[src/sv/pidpf_pkg.sv]
`timescale 1ns / 1ps
`default_nettype none
package pidpf_pkg;

   // Filter coefficient in Q17.15; 1.0 means no filtering.
   localparam int FILTER_ALPHA_Q15 = 32768;

   // Widths of the data path.
   localparam int DATA_W  = 32;
   localparam int MCAND_W = 34;
   localparam int PROD_W  = MCAND_W + DATA_W;
   localparam int WIDE_W  = 53;

   // Request modes.
   localparam logic [1:0] FUNC_ERR   = 2'd0;
   localparam logic [1:0] FUNC_MEAS  = 2'd1;
   localparam logic [1:0] FUNC_CLEAR = 2'd2;

   // Register indexes.
   localparam logic [2:0] REG_PROP_GAIN  = 3'd0;
   localparam logic [2:0] REG_INT_GAIN   = 3'd1;
   localparam logic [2:0] REG_DERIV_GAIN = 3'd2;
   localparam logic [2:0] REG_SEP_THRESH = 3'd3;
   localparam logic [2:0] REG_DRIVE_MIN  = 3'd4;
   localparam logic [2:0] REG_DRIVE_MAX  = 3'd5;
   localparam logic [2:0] REG_INTEG_MIN  = 3'd6;
   localparam logic [2:0] REG_INTEG_MAX  = 3'd7;

   // Saturate a wide signed value to 32 bits.
   function automatic logic signed [DATA_W-1:0] sat32(input logic signed [WIDE_W-1:0] v);
      logic signed [WIDE_W-1:0] hi_lim;
      logic signed [WIDE_W-1:0] lo_lim;
      hi_lim = {{(WIDE_W-DATA_W+1){1'b0}}, {(DATA_W-1){1'b1}}};
      lo_lim = {{(WIDE_W-DATA_W+1){1'b1}}, {(DATA_W-1){1'b0}}};
      if (v < lo_lim) begin
         sat32 = lo_lim[DATA_W-1:0];
      end else if (v > hi_lim) begin
         sat32 = hi_lim[DATA_W-1:0];
      end else begin
         sat32 = v[DATA_W-1:0];
      end
   endfunction

   // Clamp a wide signed value; the lower limit is tested first.
   function automatic logic signed [DATA_W-1:0] clamp(input logic signed [WIDE_W-1:0] v,
                                                      input logic signed [DATA_W-1:0] lo,
                                                      input logic signed [DATA_W-1:0] hi);
      logic signed [WIDE_W-1:0] lo_w;
      logic signed [WIDE_W-1:0] hi_w;
      lo_w = {{(WIDE_W-DATA_W){lo[DATA_W-1]}}, lo};
      hi_w = {{(WIDE_W-DATA_W){hi[DATA_W-1]}}, hi};
      if (v < lo_w) begin
         clamp = lo;
      end else if (v > hi_w) begin
         clamp = hi;
      end else begin
         clamp = v[DATA_W-1:0];
      end
   endfunction

endpackage
`default_nettype wire

[src/sv/pidpf_mul.sv]
`timescale 1ns / 1ps
`default_nettype none
// Bit-serial signed multiplier: one bit of the multiplier per cycle.
module pidpf_mul (
   input  wire logic                                  clock,
   input  wire logic                                  reset,
   input  wire logic                                  start,
   input  wire logic signed [pidpf_pkg::MCAND_W-1:0]  mcand,
   input  wire logic signed [pidpf_pkg::DATA_W-1:0]   mplier,
   output logic                                       done,
   output logic signed [pidpf_pkg::PROD_W-1:0]        prod
);
   import pidpf_pkg::*;

   localparam int CNT_W = $clog2(DATA_W);

   logic                       busy_ff, busy_in;
   logic                       done_ff, done_in;
   logic [CNT_W-1:0]           cnt_ff, cnt_in;
   logic signed [PROD_W-1:0]   mcand_ff, mcand_in;
   logic [DATA_W-1:0]          mplier_ff, mplier_in;
   logic signed [PROD_W-1:0]   acc_ff, acc_in;
   logic signed [PROD_W-1:0]   addend;
   logic                       last_bit;

   // The top bit of the multiplier carries negative weight.
   always_comb begin
      last_bit  = (cnt_ff == CNT_W'(DATA_W - 1));
      addend    = '0;
      if (mplier_ff[0]) begin
         addend = last_bit ? -mcand_ff : mcand_ff;
      end
      busy_in   = busy_ff;
      done_in   = 1'b0;
      cnt_in    = cnt_ff;
      mcand_in  = mcand_ff;
      mplier_in = mplier_ff;
      acc_in    = acc_ff;
      if (start) begin
         busy_in   = 1'b1;
         cnt_in    = '0;
         mcand_in  = {{(PROD_W-MCAND_W){mcand[MCAND_W-1]}}, mcand};
         mplier_in = mplier;
         acc_in    = '0;
      end else if (busy_ff) begin
         acc_in    = acc_ff + addend;
         mcand_in  = mcand_ff <<< 1;
         mplier_in = mplier_ff >> 1;
         cnt_in    = cnt_ff + CNT_W'(1);
         if (last_bit) begin
            busy_in = 1'b0;
            done_in = 1'b1;
         end
      end
   end

   // Control state.
   always_ff @(posedge clock) begin
      if (reset) begin
         busy_ff <= 1'b0;
         done_ff <= 1'b0;
         cnt_ff  <= '0;
      end else begin
         busy_ff <= busy_in;
         done_ff <= done_in;
         cnt_ff  <= cnt_in;
      end
   end

   // Operand and accumulator registers.
   always_ff @(posedge clock) begin
      mcand_ff  <= mcand_in;
      mplier_ff <= mplier_in;
      acc_ff    <= acc_in;
   end

   assign done = done_ff;
   assign prod = acc_ff;

endmodule
`default_nettype wire

[src/sv/pid_positional_filtered.sv]
`timescale 1ns / 1ps
`default_nettype none
// Positional PID controller in Q16.16 with a filtered derivative. A request in
// mode 0 or 1 runs four products (filter, derivative, integral and proportional
// terms) one after another through a bit-serial multiplier that retires one
// multiplier bit per cycle; each product is issued and then collected. Clear
// requests and the unused mode answer in the cycle after acceptance with the last
// drive. One request is worked on at a time; the next is accepted once the result
// has been taken.
module pid_positional_filtered (
   input  wire logic                                clock,
   input  wire logic                                reset,
   input  wire logic                                req_valid,
   output logic                                     req_ready,
   input  wire logic [1:0]                          req_func,
   input  wire logic signed [pidpf_pkg::DATA_W-1:0] req_error_in,
   input  wire logic signed [pidpf_pkg::DATA_W-1:0] req_measurement,
   output logic                                     rsp_valid,
   input  wire logic                                rsp_ready,
   output logic signed [pidpf_pkg::DATA_W-1:0]      rsp_drive,
   input  wire logic                                csr_wr_en,
   input  wire logic [2:0]                          csr_index,
   input  wire logic [pidpf_pkg::DATA_W-1:0]        csr_wdata
);
   import pidpf_pkg::*;

   typedef enum logic [3:0] {
      ST_IDLE  = 4'b0001,
      ST_ISSUE = 4'b0010,
      ST_WAIT  = 4'b0100,
      ST_RESP  = 4'b1000
   } state_type;

   state_type                 state_ff, state_in;
   logic [1:0]                phase_ff, phase_in;
   logic [1:0]                func_ff, func_in;
   logic signed [DATA_W-1:0]  err_ff, err_in;
   logic signed [DATA_W:0]    diff_ff, diff_in;
   logic signed [WIDE_W-3:0]  dterm_ff, dterm_in;

   logic signed [DATA_W-1:0]  prop_gain_ff, int_gain_ff, deriv_gain_ff;
   logic [DATA_W-2:0]         sep_thresh_ff;
   logic signed [DATA_W-1:0]  drive_min_ff, drive_max_ff, integ_min_ff, integ_max_ff;

   logic signed [DATA_W-1:0]  integ_ff, integ_in;
   logic signed [DATA_W-1:0]  last_err_ff, last_err_in;
   logic signed [DATA_W-1:0]  last_meas_ff, last_meas_in;
   logic signed [DATA_W-1:0]  filt_ff, filt_in;
   logic signed [DATA_W-1:0]  last_drive_ff, last_drive_in;

   logic                      mul_start;
   logic                      mul_done;
   logic signed [MCAND_W-1:0] mul_a;
   logic signed [DATA_W-1:0]  mul_b;
   logic signed [PROD_W-1:0]  mul_prod;
   logic signed [WIDE_W-1:0]  prod_q15;
   logic signed [WIDE_W-1:0]  prod_q16;
   logic [DATA_W:0]           err_mag;
   logic                      separated;
   logic                      accept;
   logic signed [WIDE_W-1:0]  drive_sum;
   logic signed [DATA_W-1:0]  drive_sat;

   // Shared serial multiplier.
   pidpf_mul u_mul (
      .clock  (clock),
      .reset  (reset),
      .start  (mul_start),
      .mcand  (mul_a),
      .mplier (mul_b),
      .done   (mul_done),
      .prod   (mul_prod)
   );

   assign req_ready = (state_ff == ST_IDLE);
   assign rsp_valid = (state_ff == ST_RESP);
   assign rsp_drive = last_drive_ff;
   assign accept    = req_valid && req_ready;
   assign mul_start = (state_ff == ST_ISSUE);

   // Product shifted down with rounding toward minus infinity.
   assign prod_q15 = {{(WIDE_W-PROD_W+15){mul_prod[PROD_W-1]}}, mul_prod[PROD_W-1:15]};
   assign prod_q16 = {{(WIDE_W-PROD_W+16){mul_prod[PROD_W-1]}}, mul_prod[PROD_W-1:16]};

   // Integration freezes while the error magnitude exceeds a nonzero threshold.
   always_comb begin
      err_mag   = err_ff[DATA_W-1] ? (DATA_W+1)'(0) - {err_ff[DATA_W-1], err_ff}
                                   : {err_ff[DATA_W-1], err_ff};
      separated = (sep_thresh_ff != '0) && (err_mag > {2'b00, sep_thresh_ff});
   end

   // Sum of the three terms, saturated to the word width.
   always_comb begin
      drive_sum = prod_q16
                + {{(WIDE_W-DATA_W){integ_ff[DATA_W-1]}}, integ_ff}
                + {{2{dterm_ff[WIDE_W-3]}}, dterm_ff};
      drive_sat = sat32(drive_sum);
   end

   // Operand selection for each product.
   always_comb begin
      case (phase_ff)
         2'd0: begin
            mul_a = {diff_ff[DATA_W], diff_ff} - {{2{filt_ff[DATA_W-1]}}, filt_ff};
            mul_b = DATA_W'(FILTER_ALPHA_Q15);
         end
         2'd1: begin
            mul_a = {{2{filt_ff[DATA_W-1]}}, filt_ff};
            mul_b = deriv_gain_ff;
         end
         2'd2: begin
            mul_a = {{2{err_ff[DATA_W-1]}}, err_ff};
            mul_b = int_gain_ff;
         end
         default: begin
            mul_a = {{2{err_ff[DATA_W-1]}}, err_ff};
            mul_b = prop_gain_ff;
         end
      endcase
   end

   // Sequencer and loop state update.
   always_comb begin
      state_in      = state_ff;
      phase_in      = phase_ff;
      func_in       = func_ff;
      err_in        = err_ff;
      diff_in       = diff_ff;
      dterm_in      = dterm_ff;
      integ_in      = integ_ff;
      last_err_in   = last_err_ff;
      last_meas_in  = last_meas_ff;
      filt_in       = filt_ff;
      last_drive_in = last_drive_ff;
      case (state_ff)
         ST_IDLE: begin
            if (accept) begin
               func_in = req_func;
               err_in  = req_error_in;
               if (req_func inside {FUNC_ERR, FUNC_MEAS}) begin
                  if (req_func == FUNC_ERR) begin
                     diff_in = {req_error_in[DATA_W-1], req_error_in}
                             - {last_err_ff[DATA_W-1], last_err_ff};
                  end else begin
                     diff_in = {req_measurement[DATA_W-1], req_measurement}
                             - {last_meas_ff[DATA_W-1], last_meas_ff};
                     last_meas_in = req_measurement;
                  end
                  last_err_in = req_error_in;
                  phase_in    = 2'd0;
                  state_in    = ST_ISSUE;
               end else begin
                  if (req_func == FUNC_CLEAR) begin
                     integ_in     = '0;
                     last_err_in  = '0;
                     last_meas_in = '0;
                     filt_in      = '0;
                  end
                  state_in = ST_RESP;
               end
            end
         end
         ST_ISSUE: begin
            state_in = ST_WAIT;
         end
         ST_WAIT: begin
            if (mul_done) begin
               case (phase_ff)
                  2'd0: begin
                     filt_in = sat32(prod_q15 + {{(WIDE_W-DATA_W){filt_ff[DATA_W-1]}}, filt_ff});
                  end
                  2'd1: begin
                     dterm_in = (func_ff == FUNC_MEAS) ? -prod_q16[WIDE_W-3:0]
                                                       : prod_q16[WIDE_W-3:0];
                  end
                  2'd2: begin
                     if (!separated) begin
                        integ_in = clamp(prod_q16
                                         + {{(WIDE_W-DATA_W){integ_ff[DATA_W-1]}}, integ_ff},
                                         integ_min_ff, integ_max_ff);
                     end
                  end
                  default: begin
                     last_drive_in = clamp({{(WIDE_W-DATA_W){drive_sat[DATA_W-1]}}, drive_sat},
                                           drive_min_ff, drive_max_ff);
                  end
               endcase
               if (phase_ff == 2'd3) begin
                  state_in = ST_RESP;
               end else begin
                  phase_in = phase_ff + 2'd1;
                  state_in = ST_ISSUE;
               end
            end
         end
         ST_RESP: begin
            if (rsp_ready) begin
               state_in = ST_IDLE;
            end
         end
         default: begin
            state_in = ST_IDLE;
         end
      endcase
   end

   // Control and loop state.
   always_ff @(posedge clock) begin
      if (reset) begin
         state_ff      <= ST_IDLE;
         phase_ff      <= 2'd0;
         integ_ff      <= '0;
         last_err_ff   <= '0;
         last_meas_ff  <= '0;
         filt_ff       <= '0;
         last_drive_ff <= '0;
      end else begin
         state_ff      <= state_in;
         phase_ff      <= phase_in;
         integ_ff      <= integ_in;
         last_err_ff   <= last_err_in;
         last_meas_ff  <= last_meas_in;
         filt_ff       <= filt_in;
         last_drive_ff <= last_drive_in;
      end
   end

   // Request payload and intermediate terms.
   always_ff @(posedge clock) begin
      func_ff  <= func_in;
      err_ff   <= err_in;
      diff_ff  <= diff_in;
      dterm_ff <= dterm_in;
   end

   // Configuration registers.
   always_ff @(posedge clock) begin
      if (reset) begin
         prop_gain_ff  <= '0;
         int_gain_ff   <= '0;
         deriv_gain_ff <= '0;
         sep_thresh_ff <= '0;
         drive_min_ff  <= {1'b1, {(DATA_W-1){1'b0}}};
         drive_max_ff  <= {1'b0, {(DATA_W-1){1'b1}}};
         integ_min_ff  <= {1'b1, {(DATA_W-1){1'b0}}};
         integ_max_ff  <= {1'b0, {(DATA_W-1){1'b1}}};
      end else if (csr_wr_en) begin
         case (csr_index)
            REG_PROP_GAIN:  prop_gain_ff  <= csr_wdata;
            REG_INT_GAIN:   int_gain_ff   <= csr_wdata;
            REG_DERIV_GAIN: deriv_gain_ff <= csr_wdata;
            REG_SEP_THRESH: sep_thresh_ff <= csr_wdata[DATA_W-2:0];
            REG_DRIVE_MIN:  drive_min_ff  <= csr_wdata;
            REG_DRIVE_MAX:  drive_max_ff  <= csr_wdata;
            REG_INTEG_MIN:  integ_min_ff  <= csr_wdata;
            REG_INTEG_MAX:  integ_max_ff  <= csr_wdata;
            default: begin
            end
         endcase
      end
   end

endmodule
`default_nettype wire

[config.mk]
export PLATFORM = sky130hd
export DESIGN_NAME = pid_positional_filtered
export DESIGN_NICKNAME = d
export VERILOG_FILES = /design/src/sv/pidpf_pkg.sv /design/src/sv/pidpf_mul.sv /design/src/sv/pid_positional_filtered.sv
export SDC_FILE = /design/constraint.sdc
export NUM_CORES = 2
export LEC_CHECK = 0
export BUFFER_PORTS_ARGS = -buffer_cell sky130_fd_sc_hd__buf_2
export CORE_ASPECT_RATIO = 2
export CORE_MARGIN = 4
export CORE_UTILIZATION = 55
export CTS_CLUSTER_SIZE = 30
export DETAILED_ROUTE_END_ITERATION = 7
export PLACE_DENSITY = 0.83
export SLEW_MARGIN = 20
export SYNTH_ARGS = -nofsm -noshare
export SYNTH_HDL_FRONTEND = slang
export SYNTH_HIERARCHICAL = 1
export SYNTH_SLANG_ARGS = --single-unit
export TNS_END_PERCENT = 1
[constraint.sdc]
create_clock -name clock -period 10.6 [get_ports clock]
set_clock_uncertainty 0.2 [all_clocks]
set_input_delay 2.12 -clock clock [delete_from_list [all_inputs] [get_ports clock]]
set_output_delay 2.12 -clock clock [all_outputs]
set_load 0.01 [all_outputs]
# Yosys cells after proc, flatten, opt, wreduce, memory -nomap -nowiden
# Cells that the tools add are included.
[word_totals] reg_bits=710 in_bits=106 out_inout_bits=34 elab_cells=155
[classes] magnitude_cmp=9 bitwise_logic=2 n_mux=47 n_addsub=12 n_reduce_logical=31 n_eq_ne=29
[ops] cell="two-way mux 32 bit" count=21
[ops] cell="two-way mux 66 bit" count=4
[ops] cell="case mux 32 bit (2 select lines)" count=2
[ops] cell="case mux 32 bit (3 select lines)" count=1
[ops] cell="case mux 34 bit (2 select lines)" count=1
[ops] cell="adder 66 bit" count=1
[ops] cell="two-way mux 33 bit" count=2
[ops] cell="negator 66 bit" count=1
[ops] cell="subtractor 32 x 32 -> 33 bit" count=2
[ops] cell="> comparator 53 x 32 -> 1 bit, second input constant" count=1
[ops] cell="< comparator 53 x 32 -> 1 bit, second input constant" count=1
[ops] cell="adder 51 x 32 -> 52 bit" count=1
[ops] cell="adder 51 x 51 -> 52 bit" count=1
[ops] cell="> comparator 52 x 32 -> 1 bit, second input constant" count=1
[ops] cell="< comparator 52 x 32 -> 1 bit, second input constant" count=1
[ops] cell="adder 50 x 32 -> 51 bit" count=1
[ops] cell="> comparator 51 x 32 -> 1 bit" count=1
[ops] cell="< comparator 51 x 32 -> 1 bit" count=1
[ops] cell="two-way mux 51 bit" count=1
[ops] cell="negator 51 bit" count=1
[ops] cell="subtractor 33 x 32 -> 34 bit" count=1
[ops] cell="> comparator 33 x 31 -> 1 bit" count=1
[ops] cell="subtractor 1 x 32 -> 33 bit, first input constant" count=1
[ops] cell="> comparator 32 bit" count=1
[ops] cell="34 further kinds" count=80

# Logic depth before layout (Yosys ltp)
[logic_depth] word_depth=8 depth_mapped=45 depth_no_buf=43

# By module
# The synthesis kept the hierarchy.
[by_module_without_submodules] module="pid_positional_filtered" seq_area_each_um2=11971.5 cells_per_inst=5352 n_inst=1 area_per_inst_um2=41596.1
[by_module_without_submodules] module="pidpf_mul" seq_area_each_um2=4404.2 cells_per_inst=1354 n_inst=1 area_per_inst_um2=12233.0

# Worst setup path before layout
# OpenSTA, ideal clock, no wires.
[synth_timing] path_type="register -> register" start="register u_mul.acc_ff[16] (netlist: u_mul/prod[16])" end="register last_drive_ff[10] (netlist: rsp_drive[10])" synth_period_minus_slack_ns=8.729 slack_ns=1.871 setup_time_ns=0.057 required_ns=10.343 stages_incl_launch_ff=45 n_path_buf=2 arrival_time_ns=8.472 path_cell_list="dfxtp_1 ha_1 inv_1 fa_1 nor2b_1 o31a_1 o21ai_0 a31oi_1 a22o_1 o2111ai_1 a21oi_1 o21ai_0 nand2b_1 a31o_2 a21o_1 a21oi_1 xnor2_1 ha_1 [9 not listed] clkbuf_1 nor2_1 nor2_1 ha_1 a21o_1 a21o_1 a21o_1 a21o_1 a21o_1 a21o_1 a21oi_1 or3_1 nand3_1 nor3_1 a31oi_1 nor3_1 buf_2 a21o_1"
[synth_between] elab_chain_cells=8 elab_cells_between_ends=10 classes_between="add/sub: 2; order compare: 4; mux: 4"
[synth_rtl] item="from (decl)" line_no="pidpf_mul.sv:22" source="logic signed [PROD_W-1:0] acc_ff, acc_in;"
[synth_rtl] item="from (signal assigned)" line_no="pidpf_mul.sv:74" source="acc_ff <= acc_in;"
[synth_rtl] item="adder 50 x 32 -> 51 bit (*)" line_no="pid_positional_filtered.sv:95" source="+ {{(WIDE_W-DATA_W){integ_ff[DATA_W-1]}}, integ_ff}"
[synth_rtl] item="adder 51 x 51 -> 52 bit (*)" line_no="pid_positional_filtered.sv:96" source="+ {{2{dterm_ff[WIDE_W-3]}}, dterm_ff};"
[synth_rtl] item="> comparator 53 x 32 -> 1 bit" line_no="pidpf_pkg.sv:37" source="end else if (v > hi_lim) begin"
[synth_rtl] item="two-way mux 32 bit" line_no="pidpf_pkg.sv:37"
[synth_rtl] item="two-way mux 32 bit (*)" line_no="pidpf_pkg.sv:35" source="if (v < lo_lim) begin"
[synth_rtl] item="> comparator 32 bit" line_no="pidpf_pkg.sv:54" source="end else if (v > hi_w) begin"
[synth_rtl] item="two-way mux 32 bit" line_no="pidpf_pkg.sv:54"
[synth_rtl] item="two-way mux 32 bit (*)" line_no="pidpf_pkg.sv:52" source="if (v < lo_w) begin"
[synth_rtl] item="to (signal assigned)" line_no="pid_positional_filtered.sv:224" source="last_drive_ff <= last_drive_in;"
[synth_rtl] item="to (decl)" line_no="pid_positional_filtered.sv:49" source="logic signed [DATA_W-1:0] last_drive_ff, last_drive_in;"
# Every way passes the cells marked *; elsewhere a longest branch is shown, timed or not.
# A chain may end at the register's enable or synchronous reset.

# Worst setup path after layout
[layout_timing] start="register u_mul.acc_ff[16] (netlist: u_mul/prod[16])" end="register last_drive_ff[4] (netlist: rsp_drive[4])"
# The elaborated chain is that of the path after synthesis.

==> metrics.cfg <==
[run_status]
run_status=finished clean

[layout]
fillers=8643
seqCellArea_um2=16400
fin_nets=7312
layout-drive-gt1-share=0.0816
syn2layout_area_growth_pct=7.89
multi_input_area_um2=34800

[global_routing]
grt_first_pass_wirelength_mm=296
grt.overflow.total=0
grt.total_usage=0.366
grt_use_met3=0.0602
antenna_found_initial=6
use_met2=0.665
first_global_vias=51700
grt_max_degree=108
use_met1=0.340
grt-busiest-layer=met2

[routing]
wl_per_cell_um=24.6
wirelength_mm=196
first_pass_iters=8
ant_nets=0
drc_errors=0
num_vias=51900
viasPerCell=6.51
first_iter_violations=4317

[logic_synthesis]
synth_top_family_by_area=compound AO/OA/AOI/OAI gates
ys_ff_latch=710
synth_edf_count=216
yosysWarningCount=6
synth.avg_cell_area_um2=8.03
synth.area.mux_share=0.0265
syn_nets=7343
synth_simple_gate_area_share=0.192
synth_cell_type_count=109
yosys.area_share.xor_xnor=0.0646
syn_area_um2=53800
synth_cells=6706
synth-adder-area-share=0.124
synthArstFlopShare=0
yosysSeqAreaShare=0.304
synth_flop_cell=dfxtp_1
synth_compound_area_frac=0.234

[placement]
gp_congestion=1.07
hpwl_mm=150
place_ws_ps=75.9
port_buffers=139

[pwr]
ir_drop_mv=0.140
pwr_density_cell_nw_per_um2=206
p_leak_nw=23.7

[clocking]
cts_hold_buffers=0
cts_setup_buffers=0
path_clk_slew_ps=70
cts_root_buf=clkbuf_16
clkSinkCount=710
cts_tree=yes
clock_path_buffers=3
h-tree-depth=3
clk_latency_ps=680
cts_buffers=69

[critical_path]
end_kind=register
cp.required_ps=11010
crit_type=reg2reg
start_kind=register
crit_arrival_ps=10690
ff2ff_path_depth=41
slowest_stage=a31oi_2
critPathMaxFanout=23
cp_slowest_stage_delay_ps=570
crit_top_cell=buf_4

[floorplan]
rows=162
fp.dieW_um=229
pin_count=140
coreArea_um2=97300
die_area_um2=103000
initial_core_util=0.553
dieHeight_um=450

[timing]
hold_viol=0
fin_crit_sh=0.970
setup_viol=0
tightest_slew_ps=1150
fin_crit_ps=10280
timing.final.ws_setup_ps=318
tns_ps=0
max_freq_ghz=0.0973
drv_slew=0
slew_headroom=0.231

[hold_path]
hold_depth=2
hold_class=reg2reg

[run]
max_cap_viol_count=0

==> what timing repair did <==
action,CTS,global route
endpoints found under the setup margin,0,32
gates resized for setup,0,12
hold endpoints to repair,0,0
==> critical path: cells and delay by family, from the launching register on <==
kind / cells / cell delay [ps]
buffers and inverters: 6 / 1250
DFF: 1 / 340
xor gates and xnor gates: 1 / 360
and+or+nand+nor: 12 / 2130
AOI/OAI and AO/OA: 18 / 4590
adders and majority gates: 4 / 1300
==> synth_stat cells, types with 69 or more instances <==
cell type | count | area share
nand2_1 | 982 | 0.068
a21oi_1 | 642 | 0.060
ha_1 | 524 | 0.12
dfxtp_1 | 494 | 0.18
inv_1 | 400 | 0.028
o21ai_0 | 390 | 0.036
nor2_1 | 379 | 0.026
clkbuf_1 | 291 | 0.020
xnor2_1 | 273 | 0.044
edfxtp_1 | 216 | 0.12
a21o_1 | 211 | 0.029
nand3_1 | 190 | 0.018
xor2_1 | 124 | 0.020
o211ai_1 | 109 | 0.015
nor3_1 | 97 | 0.0090
nand4_1 | 96 | 0.011
and2_1 | 86 | 0.010
a211oi_1 | 80 | 0.011
o31ai_1 | 74 | 0.010
mux2_2 | 69 | 0.014
==> registers in the layout, summed over array words and instances, names as in the netlist, 33 cells and up <==
name	cells
diff_ff	33
dterm_ff	51
u_mul/mcand_ff	66
u_mul/prod	66
==> cells in the final DEF, fill, tap and decap left out, drive strengths merged, types with 28 or more instances in the layout <==
cell type,n
o41ai,30
o21bai,49
nand4,100
inv,406
dfxtp,494
mux2i,65
ha,524
nand2b,63
buf,245
nor2b,62
a21oi,647
a31oi,42
nor2,381
and3,38
or3,45
o211ai,110
xor2,124
a22o,42
o21a,43
a21o,211
nand2,982
nor4,47
nor3b,43
a22oi,65
mux2,69
nor3,98
o21ai,399
and2,86
clkbuf,89
xnor2,273
nand3,190
a211oi,82
clkinv,28
edfxtp,216
o31ai,78
==> power by group <==
group	internal (W)	switching (W)	leakage, nW
logic	0.00212	0.00367	16.5
registers	0.00319	0.000411	5.99
clock network	0.00140	0.00119	1.13
total	0.00672	0.00527	23.7
==> metrics by stage <==
step	hold slack (ps)	total power, W	instance area, µm²	util	instances
2_1_floorplan	232	0.00746	53800	-	6706
3_3_place_gp	237	0.00914	55700	0.573	7834
3_5_place_dp	244	0.00925	55700	0.573	7834
4_1_cts	252	0.0118	58000	0.596	7961
5_1_grt	266	0.0126	58100	0.597	7962
6_report	250	0.0120	58100	0.597	7965
==> layer usage <==
layer  routed length (µm)  up-vias
li1                     -    24000
met1                61400    24500
met2                98600     2407
met3                12600      974
met4                23700        0
met5                    0        -
==> area by class of cell <==
cell class / count / share of cell area
Inverter: 402 / 0.0261
Clock buffer: 89 / 0.0324
Clock inverter: 38 / 0.00720
Multi-Input combinational cell: 5247 / 0.599
Antenna cell: 4 / 0.000172
Tap cell: 1230 / 0.0265
Timing Repair Buffer: 245 / 0.0265
Sequential cell: 710 / 0.282
==> worst paths after layout <==
path | slack (ps) | startpoint | endpoint
min | 250 | last_meas_ff[28] | last_meas_ff[28]
max | 320 | u_mul/prod[16] | rsp_drive[4]
max reg2reg | 320 | u_mul/prod[16] | rsp_drive[4]
min reg2reg | 250 | last_meas_ff[28] | last_meas_ff[28]
==> cell families after synthesis <==
kind of cell / after synthesis
buffers and inverters: 749
xor gates and xnor gates: 397
AOI/OAI and AO/OA: 1976
adders and majority gates: 531
and+or+nand+nor: 2209
muxes: 134
DFF: 710
Power figures use the tool's default switching activity.
